$ cat src/design/hpe_pkg.sv
package hpe_pkg;

    localparam int KEY_W = 32;
    localparam int TAG_W = 32;
    localparam int IDX_W = 7;

    typedef enum logic [2:0] {
        ST_LOAD,
        ST_LSCAN,
        ST_RSCAN,
        ST_SWAP,
        ST_EMIT
    } hpe_state_t;

    typedef struct packed {
        logic [TAG_W-1:0] tag;
        logic [KEY_W-1:0] key;
    } hpe_rec_t;

    function automatic logic key_is_nan(input logic [KEY_W-1:0] k);
        return (k[30:23] == 8'hFF) && (k[22:0] != 23'd0);
    endfunction

    function automatic logic [KEY_W-1:0] key_order(input logic [KEY_W-1:0] k);
        if (k[30:0] == 31'd0) begin
            return 32'h8000_0000;
        end else if (k[31]) begin
            return ~k;
        end else begin
            return k | 32'h8000_0000;
        end
    endfunction

    // IEEE less-than on raw bit patterns.
    function automatic logic key_less(input logic [KEY_W-1:0] a, input logic [KEY_W-1:0] b);
        if (key_is_nan(a) || key_is_nan(b)) begin
            return 1'b0;
        end else begin
            return key_order(a) < key_order(b);
        end
    endfunction

endpackage

$ cat src/design/hpe_store.sv
module hpe_store
    import hpe_pkg::*;
#(
    parameter int DEPTH = 64,
    parameter int AW = 6
) (
    input  logic            aclk,
    input  logic            we_a,
    input  logic [AW-1:0]   addr_a,
    input  hpe_rec_t        wdata_a,
    input  logic            we_b,
    input  logic [AW-1:0]   addr_b,
    input  hpe_rec_t        wdata_b,
    input  logic [AW-1:0]   raddr,
    output hpe_rec_t        rdata
);

    hpe_rec_t mem [DEPTH];

    // Two write ports, port A taking priority, and one registered read port; a swap
    // writes its two entries one after the other, so only one write is ever active.
    always_ff @(posedge aclk) begin
        if (we_a) begin
            mem[addr_a] <= wdata_a;
        end else if (we_b) begin
            mem[addr_b] <= wdata_b;
        end
        rdata <= mem[raddr];
    end

endmodule

$ cat src/design/hoare_partition_engine_unit.sv
// Channel | Direction | tdata fields (low bit up)          | tuser      | tlast
// s_axis  | input     | elem_tag[31:0], elem_key, pivot_key | -          | last_item
// m_axis  | output    | out_tag, out_key, split_index, pad  | -          | out_last
//
// Items are written to the store as they are accepted in the load state. After
// the last item, the partition pass runs: each scan phase issues its first read
// and then one read per pointer step, and each swap writes the right record into
// the left slot, then the saved left record into the right slot, then takes a
// turn-around step. Emission then shows the records in store order; the next
// store read is issued only when no read is pending and the output register is
// free or being taken; m_axis_tready low holds the item. The store needs no
// clearing after reset: only entries below the record count are ever used.
module hoare_partition_engine_unit
    import hpe_pkg::*;
#(
    parameter int MAX_RECORDS = 64
) (
    input  logic         aclk,
    input  logic         aresetn,
    input  logic         s_axis_tvalid,
    output logic         s_axis_tready,
    // elem_tag [31:0], elem_key [63:32], pivot_key [95:64]
    input  logic [95:0]  s_axis_tdata,
    input  logic         s_axis_tlast,
    output logic         m_axis_tvalid,
    input  logic         m_axis_tready,
    // out_tag [31:0], out_key [63:32], split_index [70:64], zero [71]
    output logic [71:0]  m_axis_tdata,
    output logic         m_axis_tlast
);

    localparam int AW = (MAX_RECORDS > 1) ? $clog2(MAX_RECORDS) : 1;

    hpe_state_t state_reg, state_next;
    logic [IDX_W-1:0] count_reg, count_next;
    logic [KEY_W-1:0] pivot_reg, pivot_next;
    // j is kept one above its true value to avoid going negative: jp = j+1.
    logic [IDX_W-1:0] i_reg, i_next;
    logic [IDX_W-1:0] jp_reg, jp_next;
    logic [IDX_W-1:0] split_reg, split_next;
    hpe_rec_t left_rec_reg, left_rec_next;
    logic             swap_ph_reg, swap_ph_next;
    logic             rd_pend_reg, rd_pend_next;
    // Emission: read address counter and output register.
    logic [IDX_W-1:0] eaddr_reg, eaddr_next;
    logic             ovalid_reg, ovalid_next;
    hpe_rec_t         orec_reg, orec_next;
    logic             olast_reg, olast_next;

    logic             we_a, we_b;
    logic [AW-1:0]    addr_a, addr_b, raddr;
    hpe_rec_t         wdata_a, wdata_b, rdata;
    logic             s_acc;
    logic             rscan_stop;

    hpe_store #(.DEPTH(MAX_RECORDS), .AW(AW)) u_store (
        .aclk    (aclk),
        .we_a    (we_a),
        .addr_a  (addr_a),
        .wdata_a (wdata_a),
        .we_b    (we_b),
        .addr_b  (addr_b),
        .wdata_b (wdata_b),
        .raddr   (raddr),
        .rdata   (rdata)
    );

    assign s_acc = s_axis_tvalid && s_axis_tready;
    assign s_axis_tready = (state_reg == ST_LOAD);

    // Right scan stop: at index 0 (jp==1) or key not above pivot.
    assign rscan_stop = (jp_reg <= IDX_W'(1)) || !key_less(pivot_reg, rdata.key);

    always_ff @(posedge aclk) begin
        if (!aresetn) begin
            state_reg   <= ST_LOAD;
            count_reg   <= '0;
            pivot_reg   <= '0;
            i_reg       <= '0;
            jp_reg      <= '0;
            split_reg   <= '0;
            swap_ph_reg <= 1'b0;
            rd_pend_reg <= 1'b0;
            eaddr_reg   <= '0;
            ovalid_reg  <= 1'b0;
            olast_reg   <= 1'b0;
        end else begin
            state_reg   <= state_next;
            count_reg   <= count_next;
            pivot_reg   <= pivot_next;
            i_reg       <= i_next;
            jp_reg      <= jp_next;
            split_reg   <= split_next;
            swap_ph_reg <= swap_ph_next;
            rd_pend_reg <= rd_pend_next;
            eaddr_reg   <= eaddr_next;
            ovalid_reg  <= ovalid_next;
            olast_reg   <= olast_next;
        end
        left_rec_reg <= left_rec_next;
        orec_reg     <= orec_next;
    end

    // Next-state logic.
    always_comb begin
        state_next = state_reg;
        case (state_reg)
            ST_LOAD: begin
                if (s_acc && s_axis_tlast) begin
                    state_next = ST_LSCAN;
                end
            end
            ST_LSCAN: begin
                if (rd_pend_reg) begin
                    if (!(i_reg < count_reg) || !key_less(rdata.key, pivot_reg)) begin
                        state_next = ST_RSCAN;
                    end
                end else if (!(i_reg < count_reg)) begin
                    state_next = ST_RSCAN;
                end
            end
            ST_RSCAN: begin
                if (jp_reg == '0) begin
                    state_next = ST_EMIT;
                end else if (rd_pend_reg && rscan_stop) begin
                    if (i_reg < jp_reg - IDX_W'(1)) begin
                        state_next = ST_SWAP;
                    end else begin
                        state_next = ST_EMIT;
                    end
                end
            end
            ST_SWAP: begin
                if (swap_ph_reg) begin
                    state_next = ST_LSCAN;
                end
            end
            ST_EMIT: begin
                if (ovalid_reg && m_axis_tready && olast_reg) begin
                    state_next = ST_LOAD;
                end
            end
            default: state_next = ST_LOAD;
        endcase
    end

    // Datapath and memory control.
    always_comb begin
        logic emit_adv;
        logic [IDX_W-1:0] jdec;
        count_next    = count_reg;
        pivot_next    = pivot_reg;
        i_next        = i_reg;
        jp_next       = jp_reg;
        split_next    = split_reg;
        left_rec_next = left_rec_reg;
        swap_ph_next  = 1'b0;
        rd_pend_next  = 1'b0;
        eaddr_next    = eaddr_reg;
        ovalid_next   = ovalid_reg;
        orec_next     = orec_reg;
        olast_next    = olast_reg;
        we_a          = 1'b0;
        we_b          = 1'b0;
        jdec          = jp_reg - IDX_W'(1);
        addr_a        = count_reg[AW-1:0];
        wdata_a       = {s_axis_tdata[31:0], s_axis_tdata[63:32]};
        addr_b        = jdec[AW-1:0];
        wdata_b       = left_rec_reg;
        raddr         = i_reg[AW-1:0];
        emit_adv      = 1'b0;
        case (state_reg)
            ST_LOAD: begin
                if (s_acc) begin
                    if (count_reg < IDX_W'(MAX_RECORDS)) begin
                        we_a       = 1'b1;
                        count_next = count_reg + IDX_W'(1);
                    end
                    if (s_axis_tlast) begin
                        pivot_next = s_axis_tdata[95:64];
                        i_next     = '0;
                        // j starts at the record count, so jp starts one above it.
                        jp_next    = (count_reg < IDX_W'(MAX_RECORDS)) ?
                                     count_reg + IDX_W'(2) : count_reg + IDX_W'(1);
                    end
                end
            end
            ST_LSCAN: begin
                raddr = i_reg[AW-1:0];
                if (rd_pend_reg) begin
                    if (i_reg < count_reg && key_less(rdata.key, pivot_reg)) begin
                        i_next = i_reg + IDX_W'(1);
                        raddr  = i_next[AW-1:0];
                        rd_pend_next = 1'b1;
                    end else begin
                        left_rec_next = rdata;
                        jp_next = jdec;
                        raddr   = (jdec == '0) ? '0 : AW'(jdec - IDX_W'(1));
                        rd_pend_next = 1'b0;
                    end
                end else if (i_reg < count_reg) begin
                    rd_pend_next = 1'b1;
                end else begin
                    jp_next = jdec;
                end
            end
            ST_RSCAN: begin
                raddr = AW'(jdec);
                if (jp_reg == '0) begin
                    split_next = i_reg;
                end else if (!rd_pend_reg) begin
                    rd_pend_next = 1'b1;
                end else if (!rscan_stop) begin
                    jp_next = jdec;
                    raddr   = AW'(jdec - IDX_W'(1));
                    rd_pend_next = 1'b1;
                end else if (i_reg < jdec) begin
                    // Write the right record into the left slot first.
                    we_a    = 1'b1;
                    addr_a  = i_reg[AW-1:0];
                    wdata_a = rdata;
                end else begin
                    split_next = i_reg;
                end
            end
            ST_SWAP: begin
                // Second half of the swap: the saved left record goes right.
                we_b         = !swap_ph_reg;
                swap_ph_next = 1'b1;
                if (swap_ph_reg) begin
                    i_next = i_reg + IDX_W'(1);
                end
            end
            ST_EMIT: begin
                raddr = eaddr_reg[AW-1:0];
                if (ovalid_reg && m_axis_tready) begin
                    ovalid_next = 1'b0;
                    if (olast_reg) begin
                        count_next = '0;
                        eaddr_next = '0;
                    end
                end
                if (rd_pend_reg) begin
                    // Read data arrives for eaddr-1; load it into the output.
                    orec_next   = rdata;
                    ovalid_next = 1'b1;
                    olast_next  = (eaddr_reg == count_reg);
                end else if ((!ovalid_reg || m_axis_tready) && eaddr_reg < count_reg
                             && !(ovalid_reg && olast_reg)) begin
                    emit_adv = 1'b1;
                end
                if (emit_adv) begin
                    eaddr_next   = eaddr_reg + IDX_W'(1);
                    rd_pend_next = 1'b1;
                end
            end
            default: ;
        endcase
    end

    assign m_axis_tvalid = ovalid_reg;
    assign m_axis_tdata  = {1'b0, split_reg, orec_reg.key, orec_reg.tag};
    assign m_axis_tlast  = olast_reg;

endmodule

$ cat config.mk
export PLATFORM = sky130hd
export DESIGN_NAME = hoare_partition_engine_unit
export DESIGN_NICKNAME = d
export VERILOG_FILES = /design/src/design/hpe_pkg.sv /design/src/design/hpe_store.sv /design/src/design/hoare_partition_engine_unit.sv
export SDC_FILE = /design/constraint.sdc
export NUM_CORES = 2
export LEC_CHECK = 0
export BUFFER_PORTS_ARGS = -buffer_cell sky130_fd_sc_hd__buf_2
export CELL_PAD_IN_SITES_DETAIL_PLACEMENT = 1
export CELL_PAD_IN_SITES_GLOBAL_PLACEMENT = 1
export CORE_MARGIN = 8
export CORE_UTILIZATION = 40
export DETAILED_ROUTE_END_ITERATION = 16
export PLACE_DENSITY = 0.64
export SYNTH_ARGS = -nofsm -noshare
export SYNTH_HDL_FRONTEND = slang
export SYNTH_SLANG_ARGS = --single-unit
$ cat constraint.sdc
create_clock -name aclk -period 16 [get_ports aclk]
set_input_delay 3.2 -clock aclk [delete_from_list [all_inputs] [get_ports aclk]]
set_output_delay 3.2 -clock aclk [all_outputs]
set_load 0.01 [all_outputs]
==> results.py <==
metrics = {
    "worst_hold_path": {
        "worst_hold_path_type": "flop to flop",
    },
    "sta": {
        "fmaxAchievable_ghz": 0.102,
        "final-hold-violation-count": 0,
        "maxSlewViolCount": 0,
        "hold_slack_ns": 0.475,
        "rsz0062_at_grt": "false",
        "max_slew_margin_pct": 0.346,
        "finClkSkew_ns": 0.0634,
        "setup_violations": 0,
        "fin_crit_ns": 9.76,
        "timing.final.crit_share_pct": 61.0,
        "tightest_slew_ns": 1.49,
        "fin_setup_tns_ns": 0,
    },
    "grt": {
        "first_global_vias": 91510,
        "grt-ovfl-total": 0,
        "antenna_found_initial": 40,
        "grtUsageTotal_pct": 25.3,
        "grt_pass1_wl_um": 781000,
        "grt_max_degree": 126,
    },
    "routing": {
        "finalWirelength_um": 577000,
        "vias_per_cell": 6.33,
        "vias": 91352,
        "ant_nets": 0,
        "wl_per_cell_um": 39.9,
        "firstDrtPassIters": 6,
        "drc": 0,
        "dr.first_iter.drc_count": 13496,
    },
    "layout": {
        "top_register": "u_store.mem",
        "fillCellCount": 38420,
        "final-seq-area_um2": 130000,
        "num-nets-final": 8732,
        "multi_input_area_um2": 38100,
        "drive_above_1_share_pct": 25.9,
        "fin_area_um2": 193000,
        "largest_reg_flops": 4096,
        "area_growth_syn_to_layout_pct": 14.3,
    },
    "floorplan": {
        "fp.dieW_um": 665,
        "coreArea_um2": 420000,
        "die_h_um": 665,
        "initial_utilization_pct": 40.2,
        "io_pins": 176,
        "dieArea_um2": 443000,
        "rows": 238,
    },
    "placement": {
        "dpl-instance-area_um2": 179000,
        "place.gp.congestion": 0.838,
        "port_buffers": 174,
        "dp_hpwl_um": 332000,
    },
    "run": {
        "max_cap_viol_count": 1,
    },
    "logic_synthesis": {
        "synth_seq_cells": 4362,
        "async_reset_ff_share_pct": 0,
        "syn_area_per_cell_um2": 21.0,
        "yosysTopAreaCell": "edfxtp_1",
        "yosys.area.top_type_share_pct": 75.2,
        "syn_nets": 8235,
        "synthTopCellsByArea": "edfxtp_1, mux4_2, dfxtp_1",
        "synth-main-ff-cell": "edfxtp_1",
        "synth_warnings": 0,
        "synth_edf_count": 4224,
        "ys_types": 83,
        "syn-instance-count": 8045,
        "ys_seq_area_share_pct": 76.9,
        "syn_area_um2": 169000,
    },
    "power": {
        "powerDensity_nw_per_um2": 216,
        "power_mw": 41.7,
        "power_leakage_nw": 60.5,
        "irDropWorstVdd_v": 0.000286,
    },
    "worst_setup_path": {
        "startpoint": "u_store.rdata[13]",
        "crit_fanout": 72,
        "criticalPathCategory": "flop to flop",
        "cp-endpoint": "u_store.mem[28][49]",
        "rrSetupSlack_ns": 6.24,
        "reg2reg_to": "u_store.mem[28][49]",
        "rr_worst_depth": 20,
        "endpoint_kind": "flop",
        "r2r_start": "u_store.rdata[13]",
        "worst_setup_path_start_kind": "flop",
        "critPathRequiredTime_ns": 16.61,
        "critPathArrivalTime_ns": 10.37,
    },
    "status": {
        "violations": "max-capacitance violations",
        "status": "complete, but fails checks",
    },
    "clock_tree": {
        "htreeDepth": 5,
        "hold_buffers": 0,
        "clkSinkCount": 4362,
        "cts-root-buf": "clkbuf_16",
        "cts_tree": "built",
        "cts_buffers": 435,
        "path_clk_slew_ns": 0.06,
        "post-cts-setup-buffers": 0,
        "clk_latency_ns": 1.02,
        "ctsResizeCount": 0,
        "cts_buffer_depth": 4,
    },
}
placed cells by master (no fill, tap or decap), types with 20 or more instances in the layout:
| master | count |
|---|---|
| a21boi_0 | 43 |
| a21oi_1 | 141 |
| a22oi_1 | 307 |
| a32oi_1 | 22 |
| and2_1 | 33 |
| buf_12 | 20 |
| buf_2 | 174 |
| buf_4 | 293 |
| bufinv_16 | 41 |
| clkbuf_1 | 94 |
| clkbuf_16 | 437 |
| clkinv_1 | 89 |
| clkinv_2 | 82 |
| dfxtp_1 | 136 |
| edfxtp_1 | 4224 |
| ha_1 | 89 |
| inv_1 | 77 |
| mux2i_1 | 130 |
| mux4_2 | 1002 |
| nand2_1 | 419 |
| nand3_1 | 101 |
| nand4_1 | 83 |
| nor2_1 | 66 |
| nor2_4 | 71 |
| nor2b_1 | 26 |
| nor3_1 | 24 |
| o211ai_1 | 116 |
| o21ai_0 | 39 |
| o21ai_4 | 64 |
| or3_1 | 32 |
| or4_1 | 43 |
| xor2_1 | 71 |
cells in the mapped netlist, drive strengths merged, types with 10 or more instances:
library cell,number
a211o,10
a211oi,12
a21boi,43
a21oi,142
a221oi,17
a22o,17
a22oi,307
a31oi,15
a32oi,23
and2,34
buf,212
clkbuf,223
dfxtp,138
edfxtp,4224
ha,89
inv,78
mux2i,130
mux4,1002
nand2,419
nand2b,17
nand3,105
nand4,84
nor2,141
nor2b,26
nor3,32
nor4,23
o211ai,116
o21a,12
o21ai,109
or3,32
or4,43
xnor2,13
xor2,71
power breakdown:
group	switching [mW]	total, mW	internal (mW)
sequential	0.477	13.8	13.3
combinational	10.6	17.7	7.05
clock	4.47	10.2	5.76
worst min path at each step:
| stage | slack [ns] | cells after the start | startpoint | endpoint |
|---|---|---|---|---|
| after detailed placement | 0.47 | 0 | u_store.rdata[48] | m_axis_tdata[16] |
| after global routing | 0.48 | 0 | u_store.rdata[48] | left_rec_reg[48] |
| after global placement | 0.47 | 0 | u_store.rdata[48] | left_rec_reg[48] |
| final | 0.48 | 0 | u_store.rdata[48] | left_rec_reg[48] |
| after floorplan | 0.42 | 0 | u_store.rdata[31] | left_rec_reg[31] |
| after CTS | 0.48 | 0 | u_store.rdata[48] | m_axis_tdata[16] |
through the flow:
stage,std cells,utilization (%),setup WS (ns)
CTS,14428,45.9,6.32
global route,14433,45.9,5.77
floorplan,8045,-,8.29
finish,14443,45.9,6.24
detailed placement,13625,42.5,6.37
global placement,13620,42.5,5.92
layer usage:
layer | share of wire [%] | GRT usage [%] | vias up | wire length, µm
met5 | 0.015 | 0 | - | 85
li1 | - | - | 34689 | -
met2 | 46 | 39.3 | 5759 | 264000
met4 | 4.3 | 9.53 | 12 | 25000
met3 | 11 | 6.36 | 1003 | 63600
met1 | 39 | 34.6 | 49889 | 224000
area by class of cell:
class | count | area share [%]
Antenna cell | 15 | 0.0195
Clock buffer | 543 | 5.94
Clock inverter | 260 | 1.37
Inverter | 78 | 0.155
Multi-Input combinational cell | 3170 | 19.8
Sequential cell | 4362 | 67.3
Tap cell | 5520 | 3.58
Timing Repair Buffer | 495 | 1.88
worst max-delay path, stage by stage (launching register included):
cell	delay, ns
dfxtp_1	1.31
nor3_1	0.11
nand4_1	0.34
nor2_1	0.17
nand3_1	0.12
buf_4	0.35
nand2_1	0.13
ha_1	0.43
nand3_1	0.17
nor3_2	0.43
nand2_1	0.24
o311ai_4	0.50
o21ai_1	0.23
nor3_4	0.21
buf_12	0.55
mux2i_1	0.18
mux2i_1	0.64
nand4_1	0.71
nor2_4	1.17
buf_4	0.62
buf_4	0.54
logic make-up (layout without fill, tap and decap cells):
group / Yosys count / after routing / synth area share [%]
compound gates: 878 / 878 / 3.65
xor+xnor: 84 / 84 / 0.436
fa+ha+maj: 89 / 89 / 0.660
buf+inv: 513 / 1376 / 1.39
flops: 4362 / 4362 / 76.9
mux: 1134 / 1134 / 14.2
other cells: 1 / 16 / 0.00222
simple gates: 984 / 984 / 2.84
Power figures use the tool's default switching activity.
